## src/hdl/hmp_pkg.sv

```systemverilog
// shared types, constants and helpers for the hash message padder
`timescale 1ns / 1ps
`default_nettype none
package hmp_pkg;

  localparam int unsigned CountWidth = 29;
  localparam int unsigned IdxWidth   = 4;

  localparam logic [7:0]          PAD_BYTE  = 8'h80;
  localparam logic [IdxWidth-1:0] LEN_SLOT  = 4'd15;

  // controller states
  typedef enum logic [0:0] {
    ST_IDLE,
    ST_FILL
  } state_t;

  // commands from controller to datapath
  typedef enum logic [2:0] {
    CMD_NONE,
    CMD_TAKE_BYTE,
    CMD_LOAD_PAD,
    CMD_LOAD_ZERO,
    CMD_LOAD_LEN
  } cmd_t;

  // status from datapath to controller
  typedef struct packed {
    logic out_free;
    logic idx_last;
  } status_t;

  // byte reverse of a 32-bit word
  function automatic logic [31:0] bswap32(input logic [31:0] v);
    return {v[7:0], v[15:8], v[23:16], v[31:24]};
  endfunction

endpackage
`default_nettype wire

```

## src/hdl/hash_message_padder_512.sv

```systemverilog
// top level of the hash message padder for 64-byte blocks
`timescale 1ns / 1ps
`default_nettype none
// Takes one message byte per cycle on the slave stream while the output
// register is free, and emits a 32-bit word on the master stream after every
// fourth byte, first byte in bits 31:24. An end-of-message word (tuser high)
// emits the pad word holding the pending bytes and 0x80, zero words up to
// block byte 60, then the length word (length in bits mod 2^32, low byte in
// bits 31:24) with tlast high: 2 to 17 words, one per cycle while the output
// is taken, paced by the fill sequencer, during which no input is accepted.
// cfg_data bit 0 sets byte reversal of message and pad words; write it only
// while the block is idle.
module hash_message_padder_512 (
  input  wire logic        clk,
  input  wire logic        rst,
  input  wire logic        s_tvalid,
  output logic             s_tready,
  input  wire logic [7:0]  s_tdata,   // data_byte [7:0]
  input  wire logic        s_tuser,   // action [0]
  output logic             m_tvalid,
  input  wire logic        m_tready,
  output logic [31:0]      m_tdata,   // word [31:0]
  output logic             m_tlast,
  input  wire logic        cfg_valid,
  output logic             cfg_ready,
  input  wire logic [0:0]  cfg_data   // word_swap [0]
);
  import hmp_pkg::*;

  cmd_t    cmd;
  status_t status;

  assign cfg_ready = 1'b1;

  // sequencer
  hmp_ctrl u_ctrl (
    .clk       (clk),
    .rst       (rst),
    .in_valid  (s_tvalid),
    .in_action (s_tuser),
    .status    (status),
    .in_ready  (s_tready),
    .cmd       (cmd)
  );

  // datapath
  hmp_dp u_dp (
    .clk       (clk),
    .rst       (rst),
    .cmd       (cmd),
    .in_byte   (s_tdata),
    .cfg_valid (cfg_valid),
    .cfg_bit   (cfg_data[0]),
    .out_ready (m_tready),
    .status    (status),
    .out_valid (m_tvalid),
    .out_word  (m_tdata),
    .out_last  (m_tlast)
  );

endmodule
`default_nettype wire

```

## src/hdl/hmp_ctrl.sv

```systemverilog
// controller state machine for the hash message padder
`timescale 1ns / 1ps
`default_nettype none
module hmp_ctrl (
  input  wire logic             clk,
  input  wire logic             rst,
  input  wire logic             in_valid,
  input  wire logic             in_action,
  input  wire hmp_pkg::status_t status,
  output logic                  in_ready,
  output hmp_pkg::cmd_t         cmd
);
  import hmp_pkg::*;

  state_t state;
  state_t state_next;

  // state register
  always_ff @(posedge clk) begin
    if (rst) begin
      state <= ST_IDLE;
    end else begin
      state <= state_next;
    end
  end

  // next state
  always_comb begin
    state_next = state;
    unique case (state)
      ST_IDLE: begin
        if (in_valid && status.out_free && in_action) state_next = ST_FILL;
      end
      ST_FILL: begin
        if (status.out_free && status.idx_last) state_next = ST_IDLE;
      end
      default: state_next = ST_IDLE;
    endcase
  end

  // outputs
  always_comb begin
    in_ready = 1'b0;
    cmd      = CMD_NONE;
    unique case (state)
      ST_IDLE: begin
        in_ready = status.out_free;
        if (in_valid && status.out_free) begin
          cmd = in_action ? CMD_LOAD_PAD : CMD_TAKE_BYTE;
        end
      end
      ST_FILL: begin
        if (status.out_free) begin
          cmd = status.idx_last ? CMD_LOAD_LEN : CMD_LOAD_ZERO;
        end
      end
      default: begin
        in_ready = 1'b0;
        cmd      = CMD_NONE;
      end
    endcase
  end

endmodule
`default_nettype wire

```

## src/hdl/hmp_dp.sv

```systemverilog
// datapath: word gathering, byte count, padding and output word register
`timescale 1ns / 1ps
`default_nettype none
module hmp_dp (
  input  wire logic             clk,
  input  wire logic             rst,
  input  wire hmp_pkg::cmd_t    cmd,
  input  wire logic [7:0]       in_byte,
  input  wire logic             cfg_valid,
  input  wire logic             cfg_bit,
  input  wire logic             out_ready,
  output hmp_pkg::status_t      status,
  output logic                  out_valid,
  output logic [31:0]           out_word,
  output logic                  out_last
);
  import hmp_pkg::*;

  logic                  word_swap;
  logic [23:0]           partial;
  logic [CountWidth-1:0] byte_count;
  logic [IdxWidth-1:0]   idx;
  logic [1:0]            pos;
  logic [31:0]           full_word;
  logic [31:0]           pad_word;
  logic [23:0]           partial_add;

  assign pos = byte_count[1:0];

  // word built from pending bytes plus the new byte, and the pad word
  always_comb begin
    full_word   = {partial, in_byte};
    pad_word    = {partial, 8'h00};
    partial_add = partial;
    unique case (pos)
      2'd0: begin
        pad_word[31:24]    = PAD_BYTE;
        partial_add[23:16] = in_byte;
      end
      2'd1: begin
        pad_word[23:16]    = PAD_BYTE;
        partial_add[15:8]  = in_byte;
      end
      2'd2: begin
        pad_word[15:8]     = PAD_BYTE;
        partial_add[7:0]   = in_byte;
      end
      default: pad_word[7:0] = PAD_BYTE;
    endcase
  end

  assign status.out_free = !out_valid || out_ready;
  assign status.idx_last = (idx == LEN_SLOT);

  // swap register
  always_ff @(posedge clk) begin
    if (rst) begin
      word_swap <= 1'b0;
    end else if (cfg_valid) begin
      word_swap <= cfg_bit;
    end
  end

  // message state and slot index
  always_ff @(posedge clk) begin
    if (rst) begin
      partial    <= '0;
      byte_count <= '0;
      idx        <= '0;
    end else begin
      unique case (cmd)
        CMD_TAKE_BYTE: begin
          partial    <= (pos == 2'd3) ? 24'h000000 : partial_add;
          byte_count <= byte_count + 1'b1;
        end
        CMD_LOAD_PAD:  idx <= byte_count[IdxWidth+1:2] + 1'b1;
        CMD_LOAD_ZERO: idx <= idx + 1'b1;
        CMD_LOAD_LEN: begin
          partial    <= '0;
          byte_count <= '0;
        end
        default: ;
      endcase
    end
  end

  // output valid flag
  always_ff @(posedge clk) begin
    if (rst) begin
      out_valid <= 1'b0;
    end else begin
      unique case (cmd)
        CMD_TAKE_BYTE: begin
          if (pos == 2'd3) out_valid <= 1'b1;
          else if (out_ready) out_valid <= 1'b0;
        end
        CMD_LOAD_PAD, CMD_LOAD_ZERO, CMD_LOAD_LEN: out_valid <= 1'b1;
        default: begin
          if (out_ready) out_valid <= 1'b0;
        end
      endcase
    end
  end

  // output word payload
  always_ff @(posedge clk) begin
    unique case (cmd)
      CMD_TAKE_BYTE: begin
        if (pos == 2'd3) begin
          out_word <= word_swap ? bswap32(full_word) : full_word;
          out_last <= 1'b0;
        end
      end
      CMD_LOAD_PAD: begin
        out_word <= word_swap ? bswap32(pad_word) : pad_word;
        out_last <= 1'b0;
      end
      CMD_LOAD_ZERO: begin
        out_word <= 32'h00000000;
        out_last <= 1'b0;
      end
      CMD_LOAD_LEN: begin
        out_word <= bswap32({byte_count, 3'b000});
        out_last <= 1'b1;
      end
      default: ;
    endcase
  end

endmodule
`default_nettype wire

```

## config.mk

```make
export PLATFORM = sky130hd
export DESIGN_NAME = hash_message_padder_512
export DESIGN_NICKNAME = d
export VERILOG_FILES = /design/src/hdl/hmp_pkg.sv /design/src/hdl/hash_message_padder_512.sv /design/src/hdl/hmp_ctrl.sv /design/src/hdl/hmp_dp.sv
export SDC_FILE = /design/constraint.sdc
export NUM_CORES = 1
export LEC_CHECK = 0
export BUFFER_PORTS_ARGS = -buffer_cell sky130_fd_sc_hd__buf_2
export CAP_MARGIN = 20
export CORE_MARGIN = 10
export CORE_UTILIZATION = 52
export CTS_CLUSTER_DIAMETER = 120
export DETAILED_ROUTE_END_ITERATION = 12
export GPL_TIMING_DRIVEN = 0
export PLACE_DENSITY = 0.82
export SYNTH_ARGS = -nofsm -noshare
export SYNTH_HDL_FRONTEND = slang
export SYNTH_HIERARCHICAL = 1
export SYNTH_SLANG_ARGS = --single-unit
```

## constraint.sdc

```tcl
create_clock -name clk -period 8.2 [get_ports clk]
set_input_delay 1.23 -clock clk [delete_from_list [all_inputs] [get_ports clk]]
set_output_delay 1.23 -clock clk [all_outputs]
set_load 0.005 [all_outputs]
```

==> results of run 1 <==
state kept, by name, summed over array words and instances (netlist names):
name and cells:
u_dp/out_word 32, u_dp/byte_count 29, u_dp/partial 24, u_dp/idx 4, u_ctrl/state 1, u_dp/out_last 1
u_dp/out_valid 1, u_dp/word_swap 1
report_power, final:
part / internal, mW / switching [mW]
logic: 0.0466 / 0.0828
registers: 0.504 / 0.0122
clock network: 0.144 / 0.168
placed cells by master (no fill, tap or decap), types with 12 or more instances in the layout:
master and instances:
nand3_1 17, nor3_1 17, nor3b_1 12, mux2i_1 43
buf_2 55, inv_1 21, nand2_1 21, a21oi_1 39
o21ai_0 20, a22oi_1 15, nor2_1 48, clkbuf_1 26
edfxtp_1 33, dfxtp_1 60
per-stage QoR:
stage               cell area, sq um  instances
detailed placement              5199        669
global route                    5398        685
floorplan                       4810        509
global placement                5194        669
finish                          5398        685
CTS                             5398        685
final cells by class:
type | count | area (sq um) | area share [%]
clock inverters | 6 | 71.32 | 1.321
inverters | 22 | 82.58 | 1.530
flip-flops and latches | 93 | 2192 | 40.61
multi-input cells | 357 | 2390 | 44.27
plain buffers | 37 | 150.1 | 2.782
well taps | 111 | 138.9 | 2.573
clock buffers | 10 | 127.6 | 2.364
repair buffers | 49 | 245.2 | 4.543
worst max path at each step:
| stage | end | slack [ps] |
|---|---|---|
| after global placement | u_dp/out_word[28]$_DFFE_PP_ | 3710 |
| after floorplan | u_dp/out_word[0]$_DFFE_PP_ | 4520 |
| final | u_dp/out_word[2]$_DFFE_PP_ | 4570 |
| after global routing | u_dp/out_word[9]$_DFFE_PP_ | 4320 |
| after detailed placement | u_dp/out_word[26]$_DFFE_PP_ | 4150 |
| after CTS | u_dp/out_word[9]$_DFFE_PP_ | 4530 |
cell families after synthesis:
family	share of synthesized area [%]
AOI/OAI and AO/OA	18.37
xor gates and xnor gates	0.1821
adders and majority gates	1.561
buffers and inverters	4.839
DFF	45.58
muxes	10.82
other	0.07797
and+or+nand+nor	18.57
worst max-delay path: stages:
cell      delay, ps
buf_2            90
nand2b_1        220
and3_2          250
or3b_2          190
buf_2           210
buf_1           470
nand3_2         780
layer usage:
metal  global-route usage (%)  part of all wire, %  vias to the layer above
met5                        0                    0                        -
met4                    9.008                  2.7                        0
met3                    3.287                  9.1                       36
met2                    33.71                   49                      258
met1                    25.13                   40                     2159
li1                         -                    -                     2034
==> flow_results.org, run 1 <==
** Synthesis
- Proportion of synthesized chip area in sequential cells :: 45.58%
- Of the post-synthesis cell area, the dominant cell type holds roughly a quarter.
- In the synthesized netlist the dominant register cell turns out to be dfxtp_1.
- Library cell with the largest summed area after synthesis :: dfxtp_1
- In this run, synthesis inferred 33 flip-flops with an integrated enable.
- Synth cell count leaders :: dfxtp_1 (60), nor2_1 (48), mux2i_1 (43)
- Average cell area after synthesis :: 9.449 sq um
- Count of distinct cell types in the synthesized netlist :: 51
- Net count after synthesis :: 530
- Counting flops with an async set or reset pin after synthesis yields a share of 0%.
- Cell area after synthesis :: 4810 sq um
- Synth warn :: 6
- Library cell with the highest instance count after synthesis :: dfxtp_1
- #FFs+latches synth :: 93
- Synthesized netlist cell count :: 509
- After synthesis, the cell types taking the most area are dfxtp_1 (25%), edfxtp_1 (21%), mux2i_1 (8.9%).

** Die
- Initial Utilization :: 52.80%
- Number of primary I/O pins :: around 50
- The die is 116.2 um wide.
- CORE AREA :: 9109 sq um
- Die Outline Area :: around 13000 sq um
- The die is roughly 120 um tall.
- In this run the core area contains 35 standard-cell rows.

** STA
- Hold violation count in the final report :: 0
- Worst-case setup margin in the final layout :: 4572 ps
- Hold slack :: a little under 500 ps
- Static timing analysis puts the maximum clock frequency at approximately 280 MHz.
- For the finished layout, the period the worst path requires is ~3600 ps.
- For the final database, setup skew stands at 12.24 ps.
- Total Neg Setup Slack :: 0 ps
- Setup violations remaining at the end of the flow were counted as 0.
- In this run the tightest slew margin relative to its limit is 37.25%.
- The count of final max-slew check failures came to 0.
- Post-route fraction of the period consumed by the critical path :: 44.24%
- Setup repair after global routing left no endpoint under its margin.
- For the pin with the worst max-slew slack, the measured transition is 934.0 ps.

** Hold path
- In this run the worst hold path is classified as reg2reg.
- The worst hold path begins at u_dp/idx[1]$_SDFFE_PP0P_.
- Worst hold endpoint :: u_dp/idx[1]$_SDFFE_PP0P_
- The worst hold path was traced through 2 stages.

** Layout
- Relative to the synthesized area, the layout overhead comes to 12.23%.
- Count of nets after finishing :: 590
- 0 antenna diodes ended up in the layout.
- Fin util :: 59.26%
- The filler cells instantiated in the layout total 785.
- In the final layout, the share of cells above drive strength 1 is 16.03%.

** Power
- In this run the power density over the cells is approximately 180 nW/um^2.
- Overall power consumption after layout is estimated at 0.9574 mW.
- Peak supply drop :: 0.00008452 V
- In this run the static leakage power is 1.925 nW.

** Drt
- Post-route DRC violation count :: 0
- Drt first-iter violations :: 524
- Routed WL per cell :: 20.16 um
- Using the TritonRoute via totals, the vias-per-cell ratio works out to ~6.6.
- Total wirelength of the detailed-routed design :: 13810 um
- Via count :: 4487
- Number of nets with antenna violations after detailed routing :: 0
- First-pass iteration count of the detailed router :: 6

** CTS
- Number of levels the H-tree was split into :: 3
- Source-to-sink clock delay at the later pin of the worst-skew pair :: roughly 360 ps
- Number of buffers added for setup after CTS :: 0
- CTS resizes :: 0
- The number of clock buffers added by TritonCTS is 9.
- Root buffer cell :: clkbuf_8
- TritonCTS built the clock tree.
- After clock tree synthesis, the clock-pin slew on the worst setup and hold paths is 100 ps.
- Number of sinks on the clock net :: between 90 and 100
- Maximum clock insertion buffer count :: 2
- The number of hold buffers added after CTS was 0.

** GRT
- Antenna violations before repair :: 0
- Wire length of the first global-routing pass :: approximately 22000 um
- Pin count of the biggest net entering global routing :: 33
- Vias in the first global route :: 4182
- Summed over all layers, the global routing overflow is 0.
- In the global route stage, overall resource usage came out at 20.18%.

** Setup path
- In this run the worst path has a maximum fanout of 32.
- End of the worst register-to-register path :: u_dp/out_word[2]$_DFFE_PP_
- STA puts the critical path data arrival time at 3480 ps.
- STA classifies the critical path startpoint as an input pin.
- For the worst setup path, the data required time is 8050 ps.
- In this run the worst setup path begins at m_tready.
- In this run the critical register-to-register path is launched from u_dp/idx[0]$_SDFFE_PP0P_.
- Counting cells, the worst reg-to-reg path comes to 8.
- Across all register-to-register paths, the minimum setup slack is 4940 ps.
- The worst setup path is of the in2reg kind.
- Critical path endpoint category :: register

** Job
- Across the run, the number of max-cap violations was 0.

** Status
- Run status :: finished clean

** Placed design
- OpenSTA, run right after detailed placement, puts the worst setup slack at 4152 ps.
- The congestion estimate from routability-driven global placement came to 0.9760.
- Detailed placement ended at an HPWL of 9984 um.
- Buffers placed on the I/O ports in this run total 49.
(Power assumes the default switching activity.)
==> run 2, diff against run 1 <==
--- a/config.mk
+++ b/config.mk
@@ -12,7 +12,7 @@
 export CTS_CLUSTER_DIAMETER = 120
 export DETAILED_ROUTE_END_ITERATION = 12
 export GPL_TIMING_DRIVEN = 0
-export PLACE_DENSITY = 0.82
+export PLACE_DENSITY = 0.85
 export SYNTH_ARGS = -nofsm -noshare
 export SYNTH_HDL_FRONTEND = slang
 export SYNTH_HIERARCHICAL = 1
==> constraint.sdc (replaced) <==
create_clock -name clk -period 3.1 [get_ports clk]
set_input_delay 0.465 -clock clk [delete_from_list [all_inputs] [get_ports clk]]
set_output_delay 0.465 -clock clk [all_outputs]
set_load 0.005 [all_outputs]
==> run 2 against run 1 <==
  * Global-route usage grew 0.37 points
  * Sequential share of layout area decreased by 0.27 points
  * Utilization grew 0.40 points
  * Combinational power rose to 2.7 times the previous value
  * Clock skew fell by 0.93 ps
  * Register-to-register slack got worse by 4900 ps
  * Sequential power rose to 2.6 times the previous value
  * First-iteration DRC count is 27% higher
  * Count of clock-buffer cells in the layout decreased by 1
  * Die area unchanged
  * Non-clock buffer count up 3
  * Setup slack lost 4500 ps
  * Largest cell class unchanged
  * Largest power group unchanged
==> flow_results.org, run 2 (synthesis results as in run 1) <==
** Status
- Run status :: finished clean

** CTS
- In this run the number of H-tree levels came out at 3.
- TritonCTS clock tree :: built
- Number of buffers added to fix hold violations after cts :: 0
- The clock drives between 90 and 100 sinks.
- Root buffer cell :: clkbuf_8
- Maximum clock insertion buffer count :: 2
- Source-to-sink clock delay at the later pin of the worst-skew pair :: 370 ps
- Counting the buffers created by CTS gives 9.
- After clock tree synthesis, the clock-pin slew on the worst setup and hold paths is roughly 90 ps.

** GRT
- Global routing consumed, on the met2 layer, 34.47% of the routing resources.
- Global routing finished with a remaining overflow of 0.
- The first global-routing pass estimated 21940 um of wire.
- The via count of the first global-routing pass came to 4236.
- Pin count of the biggest net entering global routing :: 23
- For met1 alone, demand over resource in global routing was 25.70%.
- Routing usage on met3 :: 3.595%
- In this run the most used layer during global routing was met2.
- The number of antenna violations at the first check in global routing came to 0.
- GRT Util Overall :: approximately a fifth

** Placed design
- Counting tap cells, the placed design contains a total of between 600 and 700 instances.
- Port buffering added between 40 and 50 buffers.
- Gpl congestion :: 0.9240
- Half-perimeter wire length after placement :: 10150 um

** Layout
- The multi-input combinational cells in the finished layout cover a total of approximately 2400 sq um.
- Flip-flop count of the largest register after layout :: 32
- In the final design database the tool counted 593 nets.
- In the final layout, the registers with the most flip-flops are u_dp/out_word: 32 flops, u_dp/byte_count: 29 flops, u_dp/partial: 24 flops.
- Number of diodes :: 0
- The layout has 779 filler cells.
- The count of cells in the finished layout, fillers not included, comes to 688.
- Largest reg by FF count :: u_dp/out_word
- Share of layout cells above drive strength 1 :: 17.50%
- Most frequent cells in the layout :: dfxtp_1 (60), buf_2 (54), nor2_1 (47)
- Fin util :: between 50 and 60%
- In the final layout, flip-flops and latches occupy 2192 sq um.
- From synthesis to final layout, the design area changed by 12.98%.
- Leaving out fill and tap cells, the most frequent cell in the layout is dfxtp_1.

** Setup path
- STA puts the critical path data required time at 3350 ps.
- Worst setup path endpoint :: u_dp/partial[12]$_SDFFE_PP0P_
- Critical path endpoint category :: register
- CP Depth :: 9
- Setup Crit Path Kind :: reg2reg
- For the worst flop-to-flop path, the logic depth is 9.
- For this design, the slowest cell found on the critical path is o21ai_2.
- Startpoint of the most critical register-to-register path :: u_dp/idx[2]$_SDFFE_PP0P_
- Worst path arrival time :: 3270 ps
- The cell family contributing the most delay on the critical path is simple AND/OR/NAND/NOR gates.
- In this run the worst setup path begins at u_dp/idx[2]$_SDFFE_PP0P_.
- For flop-to-flop paths, the worst setup slack is 80 ps.
- CP bufs+invs :: 1
- End of the worst register-to-register path :: u_dp/partial[12]$_SDFFE_PP0P_
- Highest cell delay on the worst timing path :: 650 ps
- Ordered list of cells on the worst path :: nand3_1 > nor2_2 > and2b_2 > o21a_1 > or3b_2 > clkbuf_1 > o21ai_2 > mux2i_1 > nor2_1
- The worst setup path is launched from a register.
- Worst-path maximum fanout :: 8

** Drt
- The detailed router finished its first iteration with 666 violations.
- The final layout contains routed wiring with a total length of 13950 um.
- First-pass iteration count of the detailed router :: 8
- Number of nets with antenna violations after detailed routing :: 0
- For this run, design rule violations remaining after detail routing come to 0.
- After detailed routing, the average wire length per cell comes to 20.27 um.
- In the routed layout, each cell is associated on average with a via count of 6.605.
- Detailed routing inserted a total of approximately 4500 vias.

** Die
- Die H :: 116.2 um
- Die Outline Area :: 13500 sq um
- Number of primary I/O pins :: 51
- Cell row count :: 35
- Once the floorplan was initialized, standard cells occupied 52.80% of the core.
- The region available for standard cell placement spans ~9100 sq um.
- The floorplan step set the die width to 116.2 um.

** STA
- Setup violations remaining at the end of the flow were counted as 0.
- Rel. slew slack :: 36.76%
- Hold slack :: 259.3 ps
- Hold violation count in the final report :: 0
- Total Neg Setup Slack :: 0 ps
- Highest clock frequency the design can meet :: 330.7 MHz
- In the finished design, the share of the clock period the worst path needs comes to 97.54%.
- On the final layout, the worst clock skew is 11.32 ps.
- At the pin with the least slew margin, the transition time is approximately 940 ps.
- The count of final max-slew check failures is 0.
- Setup repair after global routing could not meet its margin everywhere.
- Counting I/O delays and the setup requirement, the final critical path takes 3024 ps.

** Power
- For this design the ratio of total power to cell area is 459.0 nW/um^2.
- Across the VDD grid, the largest voltage drop is 0.0002106 V.
- Leakage Power :: between 1.5 and 2 nW
- Overall Power :: 2.494 mW

** Job
- Max-cap violation count :: 0

** Hold path
- The path class of the tightest hold or removal check is in2reg.
run 2: cell types whose count changed in the layout (fill, tap and decap cells not counted), sizes merged:
cell      delta
clkbuf       +1
clkinv       -1
clkinvlp     +1
bufinv       -1
inv          +2
buf          +1
run 2: how the worst min path moves through the flow:
stage                                  start  slack (ps)  depth (start not counted)                       end
finish                                   rst         260                          2   u_ctrl/state$_SDFF_PP0_
detailed placement  u_dp/idx[1]$_SDFFE_PP0P_         470                          2  u_dp/idx[1]$_SDFFE_PP0P_
global placement    u_dp/idx[1]$_SDFFE_PP0P_         460                          2  u_dp/idx[1]$_SDFFE_PP0P_
CTS                                      rst         250                          2   u_ctrl/state$_SDFF_PP0_
floorplan           u_dp/idx[1]$_SDFFE_PP0P_         450                          2  u_dp/idx[1]$_SDFFE_PP0P_
global route                             rst         260                          2   u_ctrl/state$_SDFF_PP0_
run 2: area by class of cell:
type / count / share of cell area, %
Clock inverter: 7 / 1.174
Tap cell: 111 / 2.556
Timing Repair Buffer: 52 / 5.066
Inverter: 22 / 1.520
Buffer: 37 / 2.901
Clock buffer: 9 / 2.280
Sequential cell: 93 / 40.34
Multi-Input combinational cell: 357 / 44.16
run 2: stage by stage:
step | cell area, sq um | worst slack (ps)
2_1_floorplan | 4810 | 18.17
3_3_place_gp | 5194 | -549.6
3_5_place_dp | 5209 | -123.1
4_1_cts | 5401 | 34.09
5_1_grt | 5434 | -23.44
6_report | 5434 | 76.19
run 2: power by group:
part           leakage [nW]  switching [mW]  internal, mW  total [mW]
logic                  1.05           0.223         0.128       0.351
clock network        0.0903           0.470         0.310       0.780
registers             0.809          0.0320          1.33        1.36
run 2: routing by layer:
layer / routed length, um / vias up
li1: - / 2043
met1: 5269 / 2143
met2: 6660 / 298
met3: 1448 / 60
met4: 569 / 0
met5: 0 / -
run 2: timing repair:
action | 4_1_cts | 5_1_grt
setup buffers | 0 | 2
gates resized for setup | 1 | 10
endpoints found under the setup margin | 22 | 62
pin swaps | 0 | 1
cloned | 0 | 0
